**src/rtl/vcd_pkg.sv**
```systemverilog
// ----------------------------------------------------------------------------
// vcd_pkg: shared types and constants for the vibration cycle detector
// Register map indexes, machine states, labels, sequencer phases, config and ring sizing.
// ----------------------------------------------------------------------------
package vcd_pkg;

  localparam int RING_DEPTH = 8;
  localparam int RING_AW    = $clog2(RING_DEPTH);
  localparam int FILL_W     = $clog2(RING_DEPTH + 1);
  localparam int SUM_W      = 16 + FILL_W;
  localparam int PADDR_W    = 6;

  // register indexes
  localparam logic [2:0] REG_ACTIVITY = 3'd0;
  localparam logic [2:0] REG_QUIET    = 3'd1;
  localparam logic [2:0] REG_CLASS    = 3'd2;
  localparam logic [2:0] REG_CONFIRM  = 3'd3;
  localparam logic [2:0] REG_DONEQ    = 3'd4;
  localparam logic [2:0] REG_MINRUN   = 3'd5;
  localparam logic [2:0] REG_HANDOFF  = 3'd6;
  localparam logic [2:0] REG_SMOOTH   = 3'd7;

  typedef enum logic [2:0] {
    ST_IDLE    = 3'd0,
    ST_CONFIRM = 3'd1,
    ST_RUN     = 3'd2,
    ST_QUIET   = 3'd3,
    ST_DONE    = 3'd4
  } det_state_t;

  typedef enum logic [1:0] {
    LB_UNKNOWN = 2'd0,
    LB_WASHER  = 2'd1,
    LB_DRYER   = 2'd2,
    LB_STACK   = 2'd3
  } label_t;

  // sequencer phases
  typedef enum logic [2:0] {
    PH_IDLE, PH_SUM, PH_DIV, PH_FSM, PH_OUT
  } phase_t;

  typedef struct packed {
    logic [31:0] activity;
    logic [15:0] quiet_rms;
    logic [31:0] class_thr;
    logic [63:0] confirm;
    logic [31:0] done_quiet;
    logic [63:0] min_run;
    logic [31:0] handoff;
    logic [3:0]  smooth;
  } cfg_t;

endpackage

```
**src/rtl/vcd_if.sv**
```systemverilog
// ----------------------------------------------------------------------------
// vcd_win_if / vcd_res_if: valid/ready channels for windows and results
// One transfer happens when valid and ready are both high.
// ----------------------------------------------------------------------------
interface vcd_win_if;
  logic        valid;
  logic        ready;
  logic [31:0] time_ms;
  logic [15:0] rms_level;
  logic [15:0] peak_level;
  modport source (output valid, time_ms, rms_level, peak_level, input ready);
  modport sink (input valid, time_ms, rms_level, peak_level, output ready);
endinterface

interface vcd_res_if;
  logic       valid;
  logic       ready;
  logic       post_done;
  logic [2:0] detector_state;
  logic [1:0] cycle_label;
  modport source (output valid, post_done, detector_state, cycle_label, input ready);
  modport sink (input valid, post_done, detector_state, cycle_label, output ready);
endinterface

```
**src/rtl/vibration_cycle_detector_core.sv**
```systemverilog
// ----------------------------------------------------------------------------
// vibration_cycle_detector_core: washer/dryer cycle detector
// Smooths motion windows and tracks a laundry cycle state machine.
// ----------------------------------------------------------------------------
// Usage:
//  win (sink) takes one window: time_ms, rms_level, peak_level.
//  res (source) gives one result per window: post_done, detector_state,
//  cycle_label. Configuration is written through the APB port.
//  After the window transfer the result is built in steps, N being the
//  windows averaged (1..8): one ring entry per cycle through the shared
//  accumulator, the bit-serial divider, the hand-over to the state machine
//  and one state update; res.valid is then raised.
//  win.ready is low from acceptance until the result has been taken, so no
//  new window is accepted while a result is still pending.
//  A stalled receiver simply holds the result valid; nothing is lost.
//  Reset (rst, synchronous) restores register defaults, an empty ring
//  and the idle state; ring contents are not cleared.
// ----------------------------------------------------------------------------
module vibration_cycle_detector_core import vcd_pkg::*; (
  input  logic               clk,
  input  logic               rst,
  vcd_win_if.sink            win,
  vcd_res_if.source          res,
  input  logic               psel,
  input  logic               penable,
  input  logic               pwrite,
  input  logic [PADDR_W-1:0] paddr,
  input  logic [63:0]        pwdata,
  output logic [63:0]        prdata,
  output logic               pready
);

  cfg_t        cfg;
  phase_t      ph, ph_next;
  logic [31:0] t_hold;
  logic        start, avg_done, fsm_step, drop, post;
  logic [15:0] rms_avg, peak_avg;
  det_state_t  st;
  label_t      lb;

  vcd_regs u_regs (.clk, .rst, .psel, .penable, .pwrite, .paddr, .pwdata,
                   .prdata, .pready, .cfg);

  assign start    = win.valid & win.ready;
  assign fsm_step = (ph == PH_FSM);

  vcd_avg u_avg (.clk, .rst, .start, .clear(drop & fsm_step),
                 .rms_in(win.rms_level), .peak_in(win.peak_level),
                 .smooth(cfg.smooth), .done(avg_done), .rms_avg, .peak_avg);

  vcd_fsm u_fsm (.clk, .rst, .step(fsm_step), .t(t_hold), .rms(rms_avg),
                 .peak(peak_avg), .cfg, .drop, .post, .state(st), .label(lb));

  always_ff @(posedge clk) begin
    if (start) t_hold <= win.time_ms;
  end

  // sequencer
  always_ff @(posedge clk) begin
    if (rst) ph <= PH_IDLE;
    else     ph <= ph_next;
  end

  always_comb begin
    ph_next = ph;
    unique case (ph)
      PH_IDLE: if (win.valid) ph_next = PH_SUM;
      PH_SUM:  if (avg_done) ph_next = PH_FSM;
      PH_FSM:  ph_next = PH_OUT;
      PH_OUT:  if (res.ready) ph_next = PH_IDLE;
      default: ph_next = PH_IDLE;
    endcase
  end

  assign win.ready          = (ph == PH_IDLE);
  assign res.valid          = (ph == PH_OUT);
  assign res.post_done      = post;
  assign res.detector_state = st;
  assign res.cycle_label    = lb;

endmodule

```
**src/rtl/vcd_regs.sv**
```systemverilog
// ----------------------------------------------------------------------------
// vcd_regs: APB configuration register file
// Eight registers at 8-byte spacing; writes masked to register width.
// ----------------------------------------------------------------------------
module vcd_regs import vcd_pkg::*; (
  input  logic               clk,
  input  logic               rst,
  input  logic               psel,
  input  logic               penable,
  input  logic               pwrite,
  input  logic [PADDR_W-1:0] paddr,
  input  logic [63:0]        pwdata,
  output logic [63:0]        prdata,
  output logic               pready,
  output cfg_t               cfg
);

  logic       wr;
  logic [2:0] idx;
  logic       hit;

  assign pready = 1'b1;
  assign wr     = psel & penable & pwrite;
  assign idx    = paddr[5:3];
  assign hit    = (paddr[2:0] == 3'd0);

  // register writes
  always_ff @(posedge clk) begin
    if (rst) begin
      cfg.activity   <= 32'd4718624;
      cfg.quiet_rms  <= 16'd16;
      cfg.class_thr  <= 32'd52428928;
      cfg.confirm    <= 64'd128849018910000;
      cfg.done_quiet <= 32'd300000;
      cfg.min_run    <= 64'd2576980378200000;
      cfg.handoff    <= 32'd3600000;
      cfg.smooth     <= 4'd1;
    end else if (wr && hit) begin
      unique case (idx)
        REG_ACTIVITY: cfg.activity   <= pwdata[31:0];
        REG_QUIET:    cfg.quiet_rms  <= pwdata[15:0];
        REG_CLASS:    cfg.class_thr  <= pwdata[31:0];
        REG_CONFIRM:  cfg.confirm    <= pwdata;
        REG_DONEQ:    cfg.done_quiet <= pwdata[31:0];
        REG_MINRUN:   cfg.min_run    <= pwdata;
        REG_HANDOFF:  cfg.handoff    <= pwdata[31:0];
        REG_SMOOTH:   cfg.smooth     <= pwdata[3:0];
        default: ;
      endcase
    end
  end

  // read mux
  always_comb begin
    prdata = '0;
    unique case (idx)
      REG_ACTIVITY: prdata = {32'd0, cfg.activity};
      REG_QUIET:    prdata = {48'd0, cfg.quiet_rms};
      REG_CLASS:    prdata = {32'd0, cfg.class_thr};
      REG_CONFIRM:  prdata = cfg.confirm;
      REG_DONEQ:    prdata = {32'd0, cfg.done_quiet};
      REG_MINRUN:   prdata = cfg.min_run;
      REG_HANDOFF:  prdata = {32'd0, cfg.handoff};
      REG_SMOOTH:   prdata = {60'd0, cfg.smooth};
      default:      prdata = '0;
    endcase
    if (!hit) prdata = '0;
  end

endmodule

```
**src/rtl/vcd_avg.sv**
```systemverilog
// ----------------------------------------------------------------------------
// vcd_avg: ring store and iterative averager
// Writes the window, accumulates the last N entries one per cycle, then
// divides both sums by N with a restoring divider, one quotient bit a cycle.
// ----------------------------------------------------------------------------
module vcd_avg import vcd_pkg::*; (
  input  logic              clk,
  input  logic              rst,
  input  logic              start,
  input  logic              clear,
  input  logic [15:0]       rms_in,
  input  logic [15:0]       peak_in,
  input  logic [3:0]        smooth,
  output logic              done,
  output logic [15:0]       rms_avg,
  output logic [15:0]       peak_avg
);

  logic [15:0]        rms_mem [RING_DEPTH];
  logic [15:0]        peak_mem [RING_DEPTH];
  logic [RING_AW-1:0] wpos, rpos;
  logic [FILL_W-1:0]  fill, count, k;
  logic [SUM_W-1:0]   rs, ps;
  logic [FILL_W-1:0]  rrem, prem;
  logic [4:0]         bitn;
  logic               sum_on, div_on;
  logic [FILL_W-1:0]  desired;
  logic [FILL_W-1:0]  fill_new;
  logic [FILL_W:0]    rtry, ptry;

  // clamp the smoothing count to 1..RING_DEPTH, then to the fill
  always_comb begin
    if (smooth == 4'd0) desired = FILL_W'(1);
    else if ({1'b0, smooth} > 5'(RING_DEPTH)) desired = FILL_W'(RING_DEPTH);
    else desired = FILL_W'(smooth);
    fill_new = (fill < FILL_W'(RING_DEPTH)) ? fill + 1'b1 : fill;
    rtry = {rrem, rs[SUM_W-1]} ;
    ptry = {prem, ps[SUM_W-1]};
  end

  always_ff @(posedge clk) begin
    if (start) begin
      rms_mem[wpos]  <= rms_in;
      peak_mem[wpos] <= peak_in;
    end
  end

  always_ff @(posedge clk) begin
    if (rst) begin
      wpos <= '0; fill <= '0; sum_on <= 1'b0; div_on <= 1'b0; done <= 1'b0;
    end else begin
      done <= 1'b0;
      if (clear) begin
        wpos <= '0;
        fill <= '0;
      end else if (start) begin
        wpos   <= RING_AW'((32'(wpos) + 1) % RING_DEPTH);
        fill   <= fill_new;
        rpos   <= wpos;
        count  <= (fill_new < desired) ? fill_new : desired;
        k      <= '0;
        rs     <= '0;
        ps     <= '0;
        sum_on <= 1'b1;
      end else if (sum_on) begin
        // one ring entry per cycle, newest first
        rs   <= rs + SUM_W'(rms_mem[rpos]);
        ps   <= ps + SUM_W'(peak_mem[rpos]);
        rpos <= (rpos == '0) ? RING_AW'(RING_DEPTH - 1) : rpos - 1'b1;
        k    <= k + 1'b1;
        if (k + 1'b1 == count) begin
          sum_on <= 1'b0;
          div_on <= 1'b1;
          bitn   <= 5'(SUM_W);
          rrem   <= '0;
          prem   <= '0;
        end
      end else if (div_on) begin
        // restoring division, quotient shifts into the sum registers
        if (rtry >= {1'b0, count}) begin
          rrem <= FILL_W'(rtry - {1'b0, count});
          rs   <= {rs[SUM_W-2:0], 1'b1};
        end else begin
          rrem <= rtry[FILL_W-1:0];
          rs   <= {rs[SUM_W-2:0], 1'b0};
        end
        if (ptry >= {1'b0, count}) begin
          prem <= FILL_W'(ptry - {1'b0, count});
          ps   <= {ps[SUM_W-2:0], 1'b1};
        end else begin
          prem <= ptry[FILL_W-1:0];
          ps   <= {ps[SUM_W-2:0], 1'b0};
        end
        bitn <= bitn - 1'b1;
        if (bitn == 5'd1) begin
          div_on <= 1'b0;
          done   <= 1'b1;
        end
      end
    end
  end

  assign rms_avg  = rs[15:0];
  assign peak_avg = ps[15:0];

endmodule

```
**src/rtl/vcd_fsm.sv**
```systemverilog
// ----------------------------------------------------------------------------
// vcd_fsm: cycle state machine and labelling
// Runs once per averaged window; updates cycle state in one step.
// ----------------------------------------------------------------------------
module vcd_fsm import vcd_pkg::*; (
  input  logic        clk,
  input  logic        rst,
  input  logic        step,
  input  logic [31:0] t,
  input  logic [15:0] rms,
  input  logic [15:0] peak,
  input  cfg_t        cfg,
  output logic        drop,
  output logic        post,
  output det_state_t  state,
  output label_t      label
);

  det_state_t  state_next;
  label_t      label_next, last_label, last_label_next;
  logic [31:0] cstart, cstart_next, qstart, qstart_next, rstart, rstart_next;
  logic [31:0] ltime, ltime_next, need, rs_eff;
  logic        spin, spin_next, dry, dry_next, post_next;
  logic        act, quiet, spin_hit, dry_hit;

  always_comb begin
    act      = (rms >= cfg.activity[15:0]) || (peak >= cfg.activity[31:16]);
    quiet    = rms <= cfg.quiet_rms;
    spin_hit = peak >= cfg.class_thr[31:16];
    dry_hit  = rms <= cfg.class_thr[15:0];
    need     = (label == LB_DRYER) ? cfg.min_run[63:32] : cfg.min_run[31:0];
    rs_eff   = (rstart == 32'd0) ? t : rstart;

    state_next = state; label_next = label; last_label_next = last_label;
    cstart_next = cstart; qstart_next = qstart; rstart_next = rstart;
    ltime_next = ltime; spin_next = spin; dry_next = dry;
    post_next = 1'b0; drop = 1'b0;

    unique case (state)
      ST_IDLE, ST_DONE: begin
        if (act) begin
          state_next = ST_CONFIRM; label_next = LB_UNKNOWN;
          cstart_next = t; qstart_next = '0; rstart_next = '0;
          spin_next = spin_hit; dry_next = dry_hit;
        end
      end
      ST_CONFIRM: begin
        if (act) begin
          spin_next = spin | spin_hit; dry_next = dry | dry_hit;
          if (t - cstart >= cfg.confirm[31:0]) state_next = ST_RUN;
        end else begin
          drop = 1'b1;
          state_next = ST_IDLE; label_next = LB_UNKNOWN;
          cstart_next = '0; qstart_next = '0; rstart_next = '0;
          spin_next = 1'b0; dry_next = 1'b0;
        end
      end
      ST_RUN: begin
        if (act) begin
          spin_next = spin | spin_hit; dry_next = dry | dry_hit;
        end else if (quiet) begin
          qstart_next = t; rstart_next = '0; state_next = ST_QUIET;
          if (spin) label_next = LB_WASHER;
          else if (last_label == LB_WASHER && (t - ltime) <= cfg.handoff && dry)
            label_next = LB_DRYER;
          else label_next = LB_STACK;
        end
      end
      ST_QUIET: begin
        if (act) begin
          rstart_next = rs_eff;
          if (t - rs_eff >= cfg.confirm[63:32]) begin
            spin_next = spin | spin_hit; dry_next = dry | dry_hit;
            rstart_next = '0; state_next = ST_RUN;
          end
        end else if (quiet) begin
          rstart_next = '0;
          if ((t - qstart >= cfg.done_quiet) && (t - cstart >= need)) begin
            state_next = ST_DONE; last_label_next = label;
            ltime_next = t; post_next = 1'b1;
          end
        end
      end
      default: state_next = ST_IDLE;
    endcase
  end

  always_ff @(posedge clk) begin
    if (rst) begin
      state <= ST_IDLE; label <= LB_UNKNOWN; last_label <= LB_UNKNOWN;
      cstart <= '0; qstart <= '0; rstart <= '0; ltime <= '0;
      spin <= 1'b0; dry <= 1'b0; post <= 1'b0;
    end else if (step) begin
      state <= state_next; label <= label_next; last_label <= last_label_next;
      cstart <= cstart_next; qstart <= qstart_next; rstart <= rstart_next;
      ltime <= ltime_next; spin <= spin_next; dry <= dry_next; post <= post_next;
    end
  end

endmodule
```
**src/flat_wrapper.sv**
```systemverilog
// flat-port wrapper written by rule: the top's interface ports become plain ports
module vibration_cycle_detector_core_flat import vcd_pkg::*;
  (clk, rst, psel, penable, pwrite, paddr, pwdata, prdata, pready, win_valid, win_time_ms, win_rms_level, win_peak_level, win_ready, res_valid, res_post_done, res_detector_state, res_cycle_label, res_ready);
  vcd_win_if win_i ();
  vcd_res_if res_i ();
  input  logic clk;
  input  logic rst;
  input  logic psel;
  input  logic penable;
  input  logic pwrite;
  input  logic [PADDR_W-1:0] paddr;
  input  logic [63:0] pwdata;
  output logic [63:0] prdata;
  output logic pready;
  input wire logic [$bits(win_i.valid)-1:0] win_valid;
  input wire logic [$bits(win_i.time_ms)-1:0] win_time_ms;
  input wire logic [$bits(win_i.rms_level)-1:0] win_rms_level;
  input wire logic [$bits(win_i.peak_level)-1:0] win_peak_level;
  output wire logic [$bits(win_i.ready)-1:0] win_ready;
  output wire logic [$bits(res_i.valid)-1:0] res_valid;
  output wire logic [$bits(res_i.post_done)-1:0] res_post_done;
  output wire logic [$bits(res_i.detector_state)-1:0] res_detector_state;
  output wire logic [$bits(res_i.cycle_label)-1:0] res_cycle_label;
  input wire logic [$bits(res_i.ready)-1:0] res_ready;
  assign win_i.valid = win_valid;
  assign win_i.time_ms = win_time_ms;
  assign win_i.rms_level = win_rms_level;
  assign win_i.peak_level = win_peak_level;
  assign win_ready = win_i.ready;
  assign res_valid = res_i.valid;
  assign res_post_done = res_i.post_done;
  assign res_detector_state = res_i.detector_state;
  assign res_cycle_label = res_i.cycle_label;
  assign res_i.ready = res_ready;
  vibration_cycle_detector_core u_core (.clk(clk), .rst(rst), .win(win_i), .res(res_i), .psel(psel), .penable(penable), .pwrite(pwrite), .paddr(paddr), .pwdata(pwdata), .prdata(prdata), .pready(pready));
endmodule
```
**config.mk**
```make
export PLATFORM = sky130hd
export DESIGN_NAME = vibration_cycle_detector_core_flat
export DESIGN_NICKNAME = d
export VERILOG_FILES = /design/src/rtl/vcd_pkg.sv /design/src/rtl/vcd_if.sv /design/src/rtl/vibration_cycle_detector_core.sv /design/src/rtl/vcd_regs.sv /design/src/rtl/vcd_avg.sv /design/src/rtl/vcd_fsm.sv /design/src/flat_wrapper.sv
export SDC_FILE = /design/constraint.sdc
export NUM_CORES = 2
export LEC_CHECK = 0
export BUFFER_PORTS_ARGS = -buffer_cell sky130_fd_sc_hd__buf_4
export CORE_MARGIN = 2
export CORE_UTILIZATION = 50
export DETAILED_ROUTE_END_ITERATION = 8
export PLACE_DENSITY = 0.75
export SETUP_SLACK_MARGIN = 0.15
export SYNTH_ARGS = -nofsm -noshare
export SYNTH_HDL_FRONTEND = slang
export SYNTH_SLANG_ARGS = --single-unit
```
**constraint.sdc**
```tcl
create_clock -name clk -period 7.6 [get_ports clk]
set_input_delay 1.52 -clock clk [delete_from_list [all_inputs] [get_ports clk]]
set_output_delay 1.52 -clock clk [all_outputs]
set_load 0.01 [all_outputs]
```
==> flow_summary_export.csv <==
group,metric,value,unit
run_status,status,"completed",
sta,finClkSkew,0.0463,ns
sta,post-route-period-util,90.6,%
global_route,grt_pass1_vias,34600,
synth,synth_xor_area_share,2.73,%
drt,wl_per_cell,21.4,µm
floorplanning,rows,110,
sta,hold_viol,0,
pwr,finalPower,11.4,mW
pwr,p_leak,19.4,nW
sta,tightest_slew,1.25,ns
critical_path,critPathBufInv,2,
critical_path,slowest_stage,"nor4_1",
cts,cts_tree,"built",
critical_path,worstSetupEndpointType,"register",
synth,async_flop_share,0,%
cts,cts_made_buffers,86,
job,drv_cap,0,
global_route,grt_pass1_wl,202000,µm
placed_design,dp.cells,6053,
pwr,peakVddDrop,0.000197,V
layout,layoutNonFillerInstCount,6215,
global_route,antenna_found_initial,8,
placed_design,routabilityCongestion,0.955,
layout,drive_gt1_share,11.8,%
critical_path,startpoint_type,"register",
synth,synth-adder-area-share,11.8,%
floorplanning,die_h,305,µm
synth,synthSimpleGateAreaFrac,13.5,%
global_route,overflow,0,
floorplanning,pin_count,214,
cts,clockBufferDepth,3,
critical_path,critPathKind,"register to register",
synth,ys_seq_area_share,42.4,%
sta,grt_setup_unrepaired,"no",
sta,slew_headroom,16.7,%
critical_path,cp_max_fo,33,
synth,syn_area,45300,µm²
cts,cts-root-buf,"clkbuf_16",
critical_path,crit_arrival,7.45,ns
floorplanning,core-area,89900,µm²
drt,num_vias,37100,
global_route,grt_max_degree,96,
worst_hold_path,hold_path.class,"register to register",
pwr,p_per_area,223,nW/µm²
critical_path,crit_family,"compound AO/OA/AOI/OAI gates",
layout,fillCellCount,7747,
layout,area_growth,12.8,%
floorplanning,initial_core_util,50.4,%
sta,clock.fmax,145,MHz
sta,fin_setup_tns,0,ns
synth,ys_types,87,
drt,first_pass_iters,6,
synth,synth_warnings,0,
critical_path,max_stage_delay,0.49,ns
floorplanning,die-area,92900,µm²
placed_design,dp_hpwl,96000,µm
cts,cts.clk_slew.worst_paths,0.06,ns
layout,final_nets,5528,
critical_path,cp_common_cell,"a21o_1",
synth,syn_area_per_cell,9.35,µm²
synth,ys.flop_type,"dfxtp_1",
synth,post_synth_mux_area_share,6.70,%
cts,cts_hold_buffers,0,
drt,antenna_left,0,
critical_path,critPathRequiredTime,8.16,ns
synth,synth_top_family_by_area,"compound AO/OA/AOI/OAI gates",
global_route,grt_usage,27.8,%
sta,setup_viol,0,
synth,synth_edf_count,352,
floorplanning,die_x,305,µm
placed_design,port_buffers,212,
sta,finalCriticalPeriod,6.89,ns
cts,htreeDepth,3,
synth,ys_ff_latch,782,
drt,routed_wl,133000,µm
drt,drc,0,
drt,drt_iter0_markers,3939,
cts,clock_latency,0.68,ns
synth,syn_nets,5402,
drt,vias_per_cell,5.97,
sta,maxSlewViolCount,0,
synth,syn_inst,4839,
synth,synth-compound-area-share,17.5,%
cts,clkSinkCount,782,
path summary, 6_finish.rpt:
check	startpoint	end	slack [ns]	cells past startpoint
worst max-delay path	u_core.u_fsm.rstart[24]	u_core.u_fsm.rstart[3]	0.71	27
worst min-delay path	u_core.u_fsm.cstart[24]	u_core.u_fsm.cstart[24]	0.45	2
worst max register to register	u_core.u_fsm.rstart[24]	u_core.u_fsm.rstart[3]	0.71	27
worst min register to register	u_core.u_fsm.cstart[24]	u_core.u_fsm.cstart[24]	0.45	2
worst min-delay path: cells and delay by family, from the launching register on:
kind               cells  cell delay, ns
and+or+nand+nor        1            0.05
AOI/OAI and AO/OA      1            0.05
DFF                    1            0.31
cell usage in the layout, fill, tap and decap left out, types with 40 or more instances in the layout:
cell,netlist,routed
nand4_1,44,44
a22oi_1,121,121
mux2i_1,116,116
mux4_2,65,65
inv_1,405,404
nor2_1,323,313
dfxtp_1,430,427
nand2_1,690,688
ha_1,414,414
edfxtp_1,352,352
buf_4,5,268
a21oi_1,471,470
nor3_1,48,42
xor2_1,47,47
nand3_1,115,115
clkbuf_16,0,87
o211ai_1,62,62
o21ai_0,137,137
nor2b_1,41,40
xnor2_1,94,94
a21o_1,157,157
per-stage QoR:
stage | cell area, µm² | hold WS, ns | setup slack [ns] | util (%)
3_5_place_dp | 48000 | 0.443 | 0.856 | 53.4
3_3_place_gp | 48000 | 0.438 | 1.01 | 53.4
5_1_grt | 51100 | 0.466 | 0.289 | 56.8
4_1_cts | 51000 | 0.452 | 0.746 | 56.8
2_1_floorplan | 45300 | 0.431 | 2.27 | -
6_report | 51100 | 0.451 | 0.714 | 56.8
power breakdown:
part           internal [mW]  switching [mW]
logic                  0.950            1.27
registers               4.51           0.137
clock network           2.69            1.82
total                   8.15            3.23
cell type report:
class | instances | area [µm²] | area share, %
tap | 1176 | 1470 | 2.88
clock inverter | 50 | 713 | 1.40
antenna | 4 | 10.0 | 0.0196
timing repair buffer | 269 | 2030 | 3.97
sequential | 782 | 19200 | 37.6
inverter | 406 | 1530 | 2.99
multi-input combinational | 3420 | 23800 | 46.6
clock buffer | 108 | 2350 | 4.59
sequential cells by signal (all words and copies together), names as in the netlist, 2 cells and up, named ones only:
name	flops
u_core.u_fsm.last_label	2
u_core.u_regs.cfg	276
u_core.u_avg.peak_mem	128
u_core.u_avg.rs	20
u_core.u_fsm.rstart	32
u_core.u_fsm.qstart	32
u_core.ph	3
u_core.u_avg.rpos	3
u_core.u_avg.count	4
u_core.u_avg.wpos	3
u_core.u_avg.rrem	4
u_core.u_fsm.cstart	32
u_core.u_avg.bitn	5
u_core.t_hold	32
u_core.u_avg.ps	20
u_core.u_fsm.label	2
u_core.u_avg.rms_mem	128
u_core.u_avg.fill	4
u_core.u_avg.k	4
u_core.u_fsm.state	3
u_core.u_fsm.ltime	32
u_core.u_avg.prem	4
cell usage after synthesis, types with 7 or more instances:
library cell | n | share of area, %
and4_1 | 7 | 0.14
a22oi_1 | 121 | 2.0
o21bai_1 | 22 | 0.36
xor2_1 | 47 | 0.91
and3_1 | 18 | 0.25
nor2b_1 | 41 | 0.57
a211o_1 | 7 | 0.14
xnor2_1 | 94 | 1.8
edfxtp_1 | 352 | 23
nand2b_1 | 34 | 0.47
nand2_1 | 690 | 5.7
o21ai_1 | 29 | 0.32
nor3_1 | 48 | 0.53
a211oi_1 | 40 | 0.66
a2111oi_0 | 7 | 0.14
a31oi_1 | 31 | 0.43
o211ai_1 | 62 | 1.0
buf_1 | 30 | 0.25
a221oi_1 | 9 | 0.17
buf_2 | 15 | 0.17
mux2_2 | 36 | 0.90
clkbuf_1 | 178 | 1.5
o21ai_0 | 137 | 1.5
inv_1 | 405 | 3.4
or2_2 | 11 | 0.15
nand3_1 | 115 | 1.3
mux2i_1 | 116 | 2.6
ha_1 | 414 | 11
a21o_1 | 157 | 2.6
mux4_2 | 65 | 3.2
o2111ai_1 | 8 | 0.15
a31o_2 | 9 | 0.17
dfxtp_1 | 430 | 19
or3_1 | 13 | 0.18
o21a_1 | 38 | 0.63
nand4_1 | 44 | 0.61
o22ai_1 | 7 | 0.097
nor4_1 | 15 | 0.21
o31ai_1 | 11 | 0.18
nor2_1 | 323 | 2.7
a21oi_1 | 471 | 5.2
and2_1 | 16 | 0.22
fa_1 | 8 | 0.35
metal layers:
layer	global-route usage, %	part of all wire (%)	vias up
li1	-	-	17500
met1	39.0	43	17800
met2	43.3	44	1557
met3	5.67	9.3	233
met4	8.55	2.9	10
met5	0	0.039	-
what timing repair did:
action                     CTS  global route
gates resized for setup      0             1
buffers inserted             0             0
setup endpoints to repair    0             2
cells by family (layout without fill, tap and decap cells):
logic type,count (synthesis),after routing
adders and majority gates,422,422
AOI/OAI and AO/OA,1238,1238
and+or+nand+nor,1401,1401
xor gates and xnor gates,141,141
buffers and inverters,637,833
muxes,217,217
DFF,782,782
other,1,5
Power figures use the tool's default switching activity.
